`config.mk`:
```
export PLATFORM = sky130hd
export DESIGN_NAME = correlation_peak_top_k_picker_unit_flat
export DESIGN_NICKNAME = d
export VERILOG_FILES = /design/src/hdl/cptk_pkg.sv /design/src/hdl/cptk_if.sv /design/src/hdl/cptk_ctrl.sv /design/src/hdl/cptk_dp.sv /design/src/hdl/correlation_peak_top_k_picker_unit.sv /design/src/flat_wrapper.sv
export SDC_FILE = /design/constraint.sdc
export NUM_CORES = 2
export LEC_CHECK = 0
export BUFFER_PORTS_ARGS = -buffer_cell sky130_fd_sc_hd__clkbuf_2
export CORE_ASPECT_RATIO = 0.9
export CORE_MARGIN = 2
export CORE_UTILIZATION = 55
export CTS_CLUSTER_DIAMETER = 80
export CTS_CLUSTER_SIZE = 20
export DETAILED_ROUTE_END_ITERATION = 8
export PLACE_DENSITY = 0.77
export REMOVE_ABC_BUFFERS = 1
export SYNTH_ARGS = -nofsm -noshare
export SYNTH_HDL_FRONTEND = slang
export SYNTH_SLANG_ARGS = --single-unit
```
`constraint.sdc`:
```
create_clock -name clk -period 14 [get_ports clk]
set_input_delay 0.7 -clock clk [delete_from_list [all_inputs] [get_ports clk]]
set_output_delay 0.7 -clock clk [all_outputs]
set_load 0.005 [all_outputs]
```
`src/hdl/cptk_pkg.sv`:
```
// ----------------------------------------------------------------------------
// cptk_pkg
// Shared widths, register indexes and controller/datapath interface types of
// the correlation peak top-k picker.
// ----------------------------------------------------------------------------
`default_nettype none

package cptk_pkg;

	// Defaults for the top-level parameters
	localparam int PEAK_SLOTS_DEF   = 16;
	localparam int SURFACE_SIDE_DEF = 4096;

	// Hard cap on peaks reported per surface (rank field is 4 bits)
	localparam int MAX_REPORT = 16;

	// Field widths
	localparam int SCORE_W    = 32;
	localparam int OFS_W      = 12;
	localparam int LOC_W      = 32;
	localparam int HALF_W     = 12;
	localparam int MAXP_W     = 5;
	localparam int RANK_W     = 4;
	localparam int REP_W      = 5;
	localparam int CFG_IDX_W  = 3;
	localparam int CFG_DATA_W = 32;

	// Configuration register indexes
	localparam logic [CFG_IDX_W-1:0] CFG_THRESHOLD = 3'd0;
	localparam logic [CFG_IDX_W-1:0] CFG_MAX_PEAKS = 3'd1;
	localparam logic [CFG_IDX_W-1:0] CFG_ORIGIN_X  = 3'd2;
	localparam logic [CFG_IDX_W-1:0] CFG_ORIGIN_Y  = 3'd3;
	localparam logic [CFG_IDX_W-1:0] CFG_HALF_REF  = 3'd4;

	// Configuration reset values
	localparam logic signed [SCORE_W-1:0] THRESHOLD_RST = 32'sd45875;
	localparam logic [MAXP_W-1:0]         MAX_PEAKS_RST = 5'd1;

	// Commands from controller to datapath
	typedef struct packed {
		logic              in_ready;  // input channel may take a transaction
		logic              emit;      // load head of list into output register
		logic              found;     // emitted item carries a peak
		logic              final_pk;  // emitted item closes the surface
		logic [RANK_W-1:0] rank;      // rank of emitted item
		logic              clear;     // empty the peak list
	} cptk_cmd_t;

	// Status from datapath to controller
	typedef struct packed {
		logic             s1_valid;   // an item waits for insertion
		logic             s1_last;    // that item ends the surface
		logic             out_free;   // output register can be loaded
		logic [REP_W-1:0] rep_n;      // peaks to report for this surface
	} cptk_stat_t;

endpackage

`default_nettype wire

```
`src/hdl/cptk_if.sv`:
```
// ----------------------------------------------------------------------------
// cptk_in_if / cptk_out_if
// Valid/ready channels for correlation scores and reported peaks.
// ----------------------------------------------------------------------------
`default_nettype none

interface cptk_in_if;
	import cptk_pkg::*;
	logic                      valid;
	logic                      ready;
	logic signed [SCORE_W-1:0] score;
	logic [OFS_W-1:0]          col_offset;
	logic [OFS_W-1:0]          row_offset;
	logic                      surface_end;

	modport source (output valid, score, col_offset, row_offset, surface_end,
		input ready);
	modport sink (input valid, score, col_offset, row_offset, surface_end,
		output ready);
endinterface

interface cptk_out_if;
	import cptk_pkg::*;
	logic                      valid;
	logic                      ready;
	logic                      found;
	logic signed [LOC_W-1:0]   peak_x;
	logic signed [LOC_W-1:0]   peak_y;
	logic signed [SCORE_W-1:0] peak_score;
	logic [RANK_W-1:0]         rank;
	logic                      final_peak;

	modport source (output valid, found, peak_x, peak_y, peak_score, rank,
		final_peak, input ready);
	modport sink (input valid, found, peak_x, peak_y, peak_score, rank,
		final_peak, output ready);
endinterface

`default_nettype wire

```
`src/hdl/cptk_ctrl.sv`:
```
// ----------------------------------------------------------------------------
// cptk_ctrl
// Sequencer: streams scores into the datapath and, at the end of a surface,
// walks the report out one peak per output transaction.
// ----------------------------------------------------------------------------
`default_nettype none

module cptk_ctrl
	import cptk_pkg::*;
(
	input  wire              clk,
	input  wire              arst_n,
	input  wire cptk_stat_t  stat,
	output cptk_cmd_t        cmd
);

	typedef enum logic {
		ST_STREAM,
		ST_REPORT
	} state_t;

	state_t            state_q;
	logic [RANK_W-1:0] k_q;
	logic              is_final;
	logic              is_empty;

	// Last report item: nothing kept, or rank plus one equals the report count
	always_comb begin
		is_empty = (stat.rep_n == '0);
		is_final = is_empty || ({1'b0, k_q} + REP_W'(1) == stat.rep_n);
	end

	always_comb begin
		cmd.in_ready = (state_q == ST_STREAM) && !(stat.s1_valid && stat.s1_last);
		cmd.emit     = (state_q == ST_REPORT) && stat.out_free;
		cmd.found    = !is_empty;
		cmd.final_pk = is_final;
		cmd.rank     = is_empty ? '0 : k_q;
		cmd.clear    = cmd.emit && is_final;
	end

	always_ff @(posedge clk or negedge arst_n) begin
		if (!arst_n) begin
			state_q <= ST_STREAM;
			k_q     <= '0;
		end else begin
			unique case (state_q)
				ST_STREAM: begin
					// Closing score is inserted this cycle; report follows
					if (stat.s1_valid && stat.s1_last) begin
						state_q <= ST_REPORT;
						k_q     <= '0;
					end
				end
				ST_REPORT: begin
					if (stat.out_free) begin
						if (is_final) begin
							state_q <= ST_STREAM;
						end else begin
							k_q <= k_q + RANK_W'(1);
						end
					end
				end
				default: state_q <= ST_STREAM;
			endcase
		end
	end

endmodule

`default_nettype wire

```
`src/hdl/cptk_dp.sv`:
```
// ----------------------------------------------------------------------------
// cptk_dp
// Datapath: configuration registers, input stage with location arithmetic,
// sorted peak list with parallel compare-and-shift insertion, output register.
// ----------------------------------------------------------------------------
`default_nettype none

module cptk_dp
	import cptk_pkg::*;
#(
	parameter int PEAK_SLOTS   = PEAK_SLOTS_DEF,
	parameter int SURFACE_SIDE = SURFACE_SIDE_DEF
) (
	input  wire                   clk,
	input  wire                   arst_n,
	input  wire                   cfg_we,
	input  wire [CFG_IDX_W-1:0]   cfg_index,
	input  wire [CFG_DATA_W-1:0]  cfg_data,
	cptk_in_if.sink               scores,
	cptk_out_if.source            peaks,
	input  wire cptk_cmd_t        cmd,
	output cptk_stat_t            stat
);

	localparam int CNT_W = $clog2(PEAK_SLOTS + 1);
	localparam int REP_CAP = (PEAK_SLOTS < MAX_REPORT) ? PEAK_SLOTS : MAX_REPORT;
	localparam logic [16:0] SIDE_MAX = 17'(SURFACE_SIDE - 1);

	// Configuration registers
	logic signed [SCORE_W-1:0] thr_q;
	logic [MAXP_W-1:0]         max_peaks_q;
	logic [LOC_W-1:0]          origin_x_q;
	logic [LOC_W-1:0]          origin_y_q;
	logic [HALF_W-1:0]         half_q;

	// Input stage
	logic                      s1_valid_q;
	logic                      s1_pass_s1;
	logic                      s1_last_s1;
	logic signed [SCORE_W-1:0] s1_score_s1;
	logic [LOC_W-1:0]          s1_x_s1;
	logic [LOC_W-1:0]          s1_y_s1;

	// Peak list, slot 0 is strongest
	logic signed [SCORE_W-1:0] ks_q [PEAK_SLOTS];
	logic [LOC_W-1:0]          kx_q [PEAK_SLOTS];
	logic [LOC_W-1:0]          ky_q [PEAK_SLOTS];
	logic [CNT_W-1:0]          count_q;
	logic [PEAK_SLOTS-1:0]     ge;
	logic                      insert;

	// Output register
	logic                      out_valid_q;
	logic                      out_found_q;
	logic [LOC_W-1:0]          out_x_q;
	logic [LOC_W-1:0]          out_y_q;
	logic signed [SCORE_W-1:0] out_score_q;
	logic [RANK_W-1:0]         out_rank_q;
	logic                      out_final_q;

	logic                      accept;
	logic [OFS_W-1:0]          col_c;
	logic [OFS_W-1:0]          row_c;
	logic [7:0]                lim;
	logic [7:0]                rep_full;

	function automatic logic [OFS_W-1:0] clamp_ofs(input logic [OFS_W-1:0] v);
		if ({5'd0, v} > SIDE_MAX) begin
			return SIDE_MAX[OFS_W-1:0];
		end
		return v;
	endfunction

	assign accept = scores.valid && scores.ready;
	assign scores.ready = cmd.in_ready;

	// Configuration writes
	always_ff @(posedge clk or negedge arst_n) begin
		if (!arst_n) begin
			thr_q       <= THRESHOLD_RST;
			max_peaks_q <= MAX_PEAKS_RST;
			origin_x_q  <= '0;
			origin_y_q  <= '0;
			half_q      <= '0;
		end else if (cfg_we) begin
			unique case (cfg_index)
				CFG_THRESHOLD: thr_q       <= cfg_data;
				CFG_MAX_PEAKS: max_peaks_q <= cfg_data[MAXP_W-1:0];
				CFG_ORIGIN_X:  origin_x_q  <= cfg_data;
				CFG_ORIGIN_Y:  origin_y_q  <= cfg_data;
				CFG_HALF_REF:  half_q      <= cfg_data[HALF_W-1:0];
				default: ;
			endcase
		end
	end

	// Input stage: threshold test and view location
	always_comb begin
		col_c = clamp_ofs(scores.col_offset);
		row_c = clamp_ofs(scores.row_offset);
	end

	always_ff @(posedge clk or negedge arst_n) begin
		if (!arst_n) begin
			s1_valid_q <= 1'b0;
		end else begin
			s1_valid_q <= accept;
		end
	end

	always_ff @(posedge clk) begin
		if (accept) begin
			s1_pass_s1  <= (scores.score >= thr_q);
			s1_last_s1  <= scores.surface_end;
			s1_score_s1 <= scores.score;
			s1_x_s1     <= origin_x_q + LOC_W'(half_q) + LOC_W'(col_c);
			s1_y_s1     <= origin_y_q + LOC_W'(half_q) + LOC_W'(row_c);
		end
	end

	// Slots holding a score at or above the new one (a prefix of the list)
	always_comb begin
		for (int i = 0; i < PEAK_SLOTS; i++) begin
			ge[i] = (CNT_W'(i) < count_q) && (ks_q[i] >= s1_score_s1);
		end
		insert = s1_valid_q && s1_pass_s1;
	end

	// List update: insert with shift, or pop the head while reporting
	always_ff @(posedge clk) begin
		if (cmd.emit) begin
			for (int i = 0; i < PEAK_SLOTS - 1; i++) begin
				ks_q[i] <= ks_q[i+1];
				kx_q[i] <= kx_q[i+1];
				ky_q[i] <= ky_q[i+1];
			end
		end else if (insert) begin
			if (!ge[0]) begin
				ks_q[0] <= s1_score_s1;
				kx_q[0] <= s1_x_s1;
				ky_q[0] <= s1_y_s1;
			end
			for (int i = 1; i < PEAK_SLOTS; i++) begin
				if (!ge[i]) begin
					if (ge[i-1]) begin
						ks_q[i] <= s1_score_s1;
						kx_q[i] <= s1_x_s1;
						ky_q[i] <= s1_y_s1;
					end else begin
						ks_q[i] <= ks_q[i-1];
						kx_q[i] <= kx_q[i-1];
						ky_q[i] <= ky_q[i-1];
					end
				end
			end
		end
	end

	// Fill count; reporting pops do not change it
	always_ff @(posedge clk or negedge arst_n) begin
		if (!arst_n) begin
			count_q <= '0;
		end else if (cmd.clear) begin
			count_q <= '0;
		end else if (insert && (count_q < CNT_W'(PEAK_SLOTS))) begin
			count_q <= count_q + CNT_W'(1);
		end
	end

	// Report count: max_peaks limited by capacity, cap and fill
	always_comb begin
		lim      = ({3'd0, max_peaks_q} < 8'(REP_CAP)) ? {3'd0, max_peaks_q} : 8'(REP_CAP);
		rep_full = (8'(count_q) < lim) ? 8'(count_q) : lim;
	end

	// Output register
	always_ff @(posedge clk or negedge arst_n) begin
		if (!arst_n) begin
			out_valid_q <= 1'b0;
		end else if (cmd.emit) begin
			out_valid_q <= 1'b1;
		end else if (peaks.ready) begin
			out_valid_q <= 1'b0;
		end
	end

	always_ff @(posedge clk) begin
		if (cmd.emit) begin
			out_found_q <= cmd.found;
			out_x_q     <= cmd.found ? kx_q[0] : '0;
			out_y_q     <= cmd.found ? ky_q[0] : '0;
			out_score_q <= cmd.found ? ks_q[0] : '0;
			out_rank_q  <= cmd.rank;
			out_final_q <= cmd.final_pk;
		end
	end

	assign peaks.valid      = out_valid_q;
	assign peaks.found      = out_found_q;
	assign peaks.peak_x     = out_x_q;
	assign peaks.peak_y     = out_y_q;
	assign peaks.peak_score = out_score_q;
	assign peaks.rank       = out_rank_q;
	assign peaks.final_peak = out_final_q;

	always_comb begin
		stat.s1_valid = s1_valid_q;
		stat.s1_last  = s1_last_s1;
		stat.out_free = !out_valid_q || peaks.ready;
		stat.rep_n    = rep_full[REP_W-1:0];
	end

endmodule

`default_nettype wire

```
`src/hdl/correlation_peak_top_k_picker_unit.sv`:
```
// A score is registered in the input stage and then inserted into the peak list; the
// closing score is inserted before the first report item enters the output register.
// Throughput: one score per cycle within a surface; input ready drops while the
// closing score is inserted and while n peaks leave, one per cycle (output permitting).
// Reset: asynchronous, active low; empties the list and restores register defaults.
// ----------------------------------------------------------------------------
// correlation_peak_top_k_picker_unit
// Keeps the strongest thresholded correlation peaks of a surface in a sorted
// list and reports them, strongest first, when the surface ends.
// ----------------------------------------------------------------------------
`default_nettype none

module correlation_peak_top_k_picker_unit
	import cptk_pkg::*;
#(
	parameter int PEAK_SLOTS   = PEAK_SLOTS_DEF,
	parameter int SURFACE_SIDE = SURFACE_SIDE_DEF
) (
	input  wire                  clk,
	input  wire                  arst_n,
	input  wire                  cfg_we,
	input  wire [CFG_IDX_W-1:0]  cfg_index,
	input  wire [CFG_DATA_W-1:0] cfg_data,
	cptk_in_if.sink              scores,
	cptk_out_if.source           peaks
);

	cptk_cmd_t  cmd;
	cptk_stat_t stat;

	cptk_ctrl u_ctrl (
		.clk    (clk),
		.arst_n (arst_n),
		.stat   (stat),
		.cmd    (cmd)
	);

	cptk_dp #(
		.PEAK_SLOTS   (PEAK_SLOTS),
		.SURFACE_SIDE (SURFACE_SIDE)
	) u_dp (
		.clk       (clk),
		.arst_n    (arst_n),
		.cfg_we    (cfg_we),
		.cfg_index (cfg_index),
		.cfg_data  (cfg_data),
		.scores    (scores),
		.peaks     (peaks),
		.cmd       (cmd),
		.stat      (stat)
	);

endmodule

`default_nettype wire

```
`src/flat_wrapper.sv`:
```
// flat-port wrapper written by rule: the top's interface ports become plain ports
module correlation_peak_top_k_picker_unit_flat import cptk_pkg::*;
#(
	parameter int PEAK_SLOTS   = PEAK_SLOTS_DEF,
	parameter int SURFACE_SIDE = SURFACE_SIDE_DEF
)
  (clk, arst_n, cfg_we, cfg_index, cfg_data, scores_valid, scores_score, scores_col_offset, scores_row_offset, scores_surface_end, scores_ready, peaks_valid, peaks_found, peaks_peak_x, peaks_peak_y, peaks_peak_score, peaks_rank, peaks_final_peak, peaks_ready);
  cptk_in_if scores_i ();
  cptk_out_if peaks_i ();
  input  wire clk;
  input  wire arst_n;
  input  wire cfg_we;
  input  wire [CFG_IDX_W-1:0] cfg_index;
  input  wire [CFG_DATA_W-1:0] cfg_data;
  input wire logic [$bits(scores_i.valid)-1:0] scores_valid;
  input wire logic [$bits(scores_i.score)-1:0] scores_score;
  input wire logic [$bits(scores_i.col_offset)-1:0] scores_col_offset;
  input wire logic [$bits(scores_i.row_offset)-1:0] scores_row_offset;
  input wire logic [$bits(scores_i.surface_end)-1:0] scores_surface_end;
  output wire logic [$bits(scores_i.ready)-1:0] scores_ready;
  output wire logic [$bits(peaks_i.valid)-1:0] peaks_valid;
  output wire logic [$bits(peaks_i.found)-1:0] peaks_found;
  output wire logic [$bits(peaks_i.peak_x)-1:0] peaks_peak_x;
  output wire logic [$bits(peaks_i.peak_y)-1:0] peaks_peak_y;
  output wire logic [$bits(peaks_i.peak_score)-1:0] peaks_peak_score;
  output wire logic [$bits(peaks_i.rank)-1:0] peaks_rank;
  output wire logic [$bits(peaks_i.final_peak)-1:0] peaks_final_peak;
  input wire logic [$bits(peaks_i.ready)-1:0] peaks_ready;
  assign scores_i.valid = scores_valid;
  assign scores_i.score = scores_score;
  assign scores_i.col_offset = scores_col_offset;
  assign scores_i.row_offset = scores_row_offset;
  assign scores_i.surface_end = scores_surface_end;
  assign scores_ready = scores_i.ready;
  assign peaks_valid = peaks_i.valid;
  assign peaks_found = peaks_i.found;
  assign peaks_peak_x = peaks_i.peak_x;
  assign peaks_peak_y = peaks_i.peak_y;
  assign peaks_peak_score = peaks_i.peak_score;
  assign peaks_rank = peaks_i.rank;
  assign peaks_final_peak = peaks_i.final_peak;
  assign peaks_i.ready = peaks_ready;
  correlation_peak_top_k_picker_unit #(.PEAK_SLOTS(PEAK_SLOTS), .SURFACE_SIDE(SURFACE_SIDE)) u_core (.clk(clk), .arst_n(arst_n), .cfg_we(cfg_we), .cfg_index(cfg_index), .cfg_data(cfg_data), .scores(scores_i), .peaks(peaks_i));
endmodule
```
# Yosys cells after proc, flatten, opt, wreduce, memory -nomap -nowiden
# Memory sizes are Yosys's and may differ from the RTL's.
# Index checks and enable logic that the tools add are counted.
# totals
input_bits,97
reg_bits,325
memories,3
ram_bits,1536
# classes
n_addsub,7
n_eq_ne,8
mux,259
reduce_logical,38
bitwise_logic,91
n_lt_le_gt_ge,36
# memory_table
memory,words,word_bits,read_ports,rd_ports_with_merged_regs,write_ports,line_no,rtl
u_core.u_dp.ks_q,16,32,16,0,16,cptk_dp.sv:45,logic signed [SCORE_W-1:0] ks_q [PEAK_SLOTS];
u_core.u_dp.kx_q,16,32,16,0,16,cptk_dp.sv:46,logic [LOC_W-1:0] kx_q [PEAK_SLOTS];
u_core.u_dp.ky_q,16,32,16,0,16,cptk_dp.sv:47,logic [LOC_W-1:0] ky_q [PEAK_SLOTS];
# ops
cell,n
$mux W32,90
$ge A32 B32 Y1,17
$mux W1,160
$add A32 B12 Y32,4
$or A1 B1 Y1,90
$lt A4 B5 Y1 const A,8
$logic_and A1 B1 Y1,23
$lt A3 B5 Y1 const A,4
$mux W5,4
$mux W4,3
$lt A1 B5 Y1 const A,2
$lt A2 B5 Y1 const A,2
$lt A5 B5 Y1 const B,2
$reduce_and A2 Y1,5
$pmux W4 S2,1
$eq A3 B2 Y1 const B,2
$add A4 B1 Y5 const B,1
$add A5 B1 Y5 const B,1
$eq A5 B5 Y1,1
$logic_not A5 Y1,1
$lt A5 B5 Y1,1
$add A4 B1 Y4 const B,1
$ne A2 B2 Y1 const B,2
$reduce_bool A2 Y1,2
other kinds (9),12

# Longest topological paths before layout
# An unclocked memory read counts as a cell.
# logic_depth
ltp_word,10
ltp_mapped,16
depth_no_buf,15

# Modules after synthesis
# From an unflattened synthesis, not the netlist that was laid out.
# hier_totals
cells_unflattened,8884
area_unflattened_um2,104222.5
# by_module_without_submodules
module,seq_area_each_um2,cells_per_inst,area_per_inst_um2,n_inst
cptk_dp,55145.4,8826,103719.5,1
cptk_ctrl,125.1,58,503.0,1

# Worst setup path after synthesis
# No wires, ideal clock.
# synth_path
kind,register to register
start,register u_core.u_dp.s1_score_s1[9]
end,"memory u_core.u_dp.ks_q[1][0] (netlist: u_core.u_dp.ks_q[0][32]), enable pin"
setup_ns,0.683
arrival_time_ns,9.654
path_stages_with_launch,15
required_ns,13.317
synth_period_minus_slack_ns,10.337
slack_ns,3.663
cell_sequence,edfxtp_1 -> clkbuf_1 -> inv_1 -> ha_1 -> a21oi_1 -> nor2_1 -> a2111oi_0 -> nor3_1 -> o32ai_1 -> nor2b_1 -> o21ai_0 -> buf_2 -> buf_4 -> buf_4 -> o21ai_0
# synth_lines
item,line_no,rtl
from (decl),cptk_dp.sv:40,logic signed [SCORE_W-1:0] s1_score_s1;
from (signal assigned),cptk_dp.sv:115,s1_score_s1 <= scores.score;
to (decl),cptk_dp.sv:45,

==> impl_metrics.toml <==
[routing]
drc = 0
first_iter_violations = 12431
avgViaCountPerCell = 6.85
antenna_left = 0
detail_route.wl_per_cell_um = 30.6
first_pass_iters = 6
num_vias = 78772
drt_wl_total_um = 352000

[cts]
clkTransAtPathRegs_ns = 0.10
cts_setup_buffers = 0
cts_inserted_buffers = 112
root_buffer = "clkbuf_16"
cts.repair.resized = 0
clockBufferDepth = 3
ctsHoldBuffers = 1
cts_tree = "done"
clock-sinks = 1861
clk_latency_ns = 0.83
htreeDepth = 3

[min_path]
hold_path_class = "input port to flop"
hp-start = "scores_surface_end"

[placement]
gp_congestion = 1.02
dp_hpwl_um = 225000
post_dp_cell_area_um2 = 104000
port_buffers = 200

[grt]
grt_start_max_net_pins = 170
grt_pass1_vias = 74638
grt_pass1_wl_um = 508000
grt_usage = 0.364
overflow = 0
antenna_found_initial = 22

[setup_path]
startpoint = "u_core.u_dp.s1_score_s1[28]"
worstReg2RegStart = "u_core.u_dp.s1_score_s1[28]"
worstPathMaxFanout = 74
cp.arrival_ns = 7.73
crit_type = "flop to flop"
cp_data_required_time_ns = 14.41
cp-start-kind = "flop"
worstSetupEndpointType = "flop"

[timing]
fin_crit_ns = 7.32
skew_ns = 0.0530
relSlewSlack = -0.0962
worstMarginPinSlew_ns = 1.64
finalHoldViolations = 0
setup_viol = 0
hold_slack_ns = 0.0653
tns_ns = 0
finalCritPeriodShare = 0.523
rsz0062_at_grt = "false"
slew_viol_final = 76
fmax_mhz = 137

[synthesis]
synth_edf_count = 1736
ys_ff_latch = 1861
synth_cell_types = 89
synth_area_leaders = "edfxtp_1, ha_1, mux2i_1"
synthCells = 9211
async_reset_ff_frac = 0.0672
postSynthAreaPerCell_um2 = 11.0
ys_seq_area_frac = 0.543
ys.flop_type = "edfxtp_1"
synth_area_um2 = 102000
yosys.area.top_type = "edfxtp_1"
synth_top_area_frac = 0.512
yosys_warnings = 0

[floorplanning]
io_pins = 201
die-width_um = 457
core_area_um2 = 184000
rows = 149
dieArea_um2 = 189000
start_util = 0.554
fp.dieH_um = 412

[layout]
nNetsFinal = 9700
final_area_um2 = 108000
drive_above_1_share = 0.0866
syn_to_final_growth_pct = 5.84

[outcome]
status = "finished, violations left"
failed_checks = "max-slew violations"

[power_and_ir_drop]
p_leak_nw = 41.1
powerDensity_nw_per_um2 = 287
total_power_mw = 30.9
ir_drop_uv = 349

[run]
maxCapViolations = 0
==> stage by stage <==
stage / cells / utilization / setup WS (ns)
2_1_floorplan: 8549 / - / -14.47
3_3_place_gp: 11304 / 0.568 / 7.01
3_5_place_dp: 11304 / 0.568 / 7.00
4_1_cts: 11492 / 0.587 / 6.95
5_1_grt: 11492 / 0.587 / 6.62
6_report: 11501 / 0.587 / 6.68
==> layer usage <==
metal	GRT usage	share of wire	vias up
met1	0.506	0.39	38509
met2	0.534	0.42	5819
met3	0.0774	0.13	881
met4	0.202	0.064	12
met5	0	0.00024	-
li1	-	-	33551
==> sequential cells by signal, indices dropped and copies added, names as in the netlist, 4 cells and up <==
name	flops
u_core.u_dp.s1_score_s1	32
u_core.u_dp.half_q	12
u_core.u_dp.peaks.peak_x	32
u_core.u_ctrl.k_q	4
u_core.u_dp.origin_x_q	32
u_core.u_dp.ky_q	512
u_core.u_dp.peaks.rank	4
u_core.u_dp.kx_q	512
u_core.u_dp.thr_q	32
u_core.u_dp.s1_x_s1	32
u_core.u_dp.s1_y_s1	32
u_core.u_dp.max_peaks_q	5
u_core.u_dp.peaks.peak_score	32
u_core.u_dp.origin_y_q	32
u_core.u_dp.ks_q	512
u_core.u_dp.peaks.peak_y	32
u_core.u_dp.count_q	5
==> report_power, final <==
group | switching, mW | internal, mW
Sequential | 2.42 | 10.6
Clock | 2.01 | 1.55
Combinational | 9.56 | 4.78
==> Yosys cell counts, drive strengths merged, types with 126 or more instances <==
cell and number:
nor3 126, o21ai 705, a21oi 690, buf 249, ha 574, edfxtp 1736
and2 175, a221o 193, o211ai 223, mux2i 676, mux2 274, clkbuf 413
nand2 1509, nor2 699, inv 132
==> worst max-delay path: stages (launching register included) <==
cell      delay, ns
edfxtp_1       0.54
inv_1          0.71
ha_1           0.28
and4_1         0.19
nand4_1        0.13
or4_1          0.73
a32oi_1        0.42
a211o_4        0.93
and2_4         0.89
or2_4          0.86
buf_4          1.03
==> kinds of logic after synthesis <==
group | after synthesis | share of synthesized area
DFF | 1861 | 0.543
and+or+nand+nor | 2820 | 0.118
xor gates and xnor gates | 67 | 0.00577
buffers and inverters | 794 | 0.0340
adders and majority gates | 600 | 0.0757
muxes | 950 | 0.0968
AOI/OAI and AO/OA | 2119 | 0.127
==> layout by cell type, fill, tap and decap left out, types with 60 or more instances in the layout <==
cell,Yosys,final
edfxtp_1,1736,1736
nor2_1,697,694
and2_1,173,169
nand3_1,60,60
mux2_2,224,223
nor3_1,125,124
dfrtp_1,115,115
clkbuf_16,0,112
a31oi_1,103,103
o21ai_0,630,624
a221o_1,193,193
nand2_1,1509,1500
ha_1,574,574
mux2i_1,676,676
a21oi_1,689,687
buf_4,28,134
inv_1,131,131
nand4_1,96,96
o211ai_1,223,223
clkbuf_2,5,199
o21ai_1,75,75
==> final timing paths <==
check / cells past startpoint / to / slack, ns
worst max register to register: 10 / u_core.u_dp.kx_q[0][227] / 6.68
max in group asynchronous: 3 / u_core.u_dp.thr_q[10] / 12.11
min in group asynchronous: 2 / u_core.u_dp.origin_x_q[20] / 0.45
worst min register to register: 2 / u_core.u_dp.thr_q[4] / 0.52
worst max-delay path: 10 / u_core.u_dp.kx_q[0][227] / 6.68
worst min-delay path: 1 / u_core.u_dp.s1_last_s1 / 0.07
==> final cells by class <==
class                           instances  area (um2)
Clock inverter                         33         400
Sequential cell                      1861       55300
Fill cell                           14709       75900
Antenna cell                            9        22.5
Inverter                              132         503
Tap cell                             2416        3020
Multi-Input combinational cell       6556       43400
Timing Repair Buffer                  340        2120
Clock buffer                          154        2960
Power figures use the tool's default switching activity.
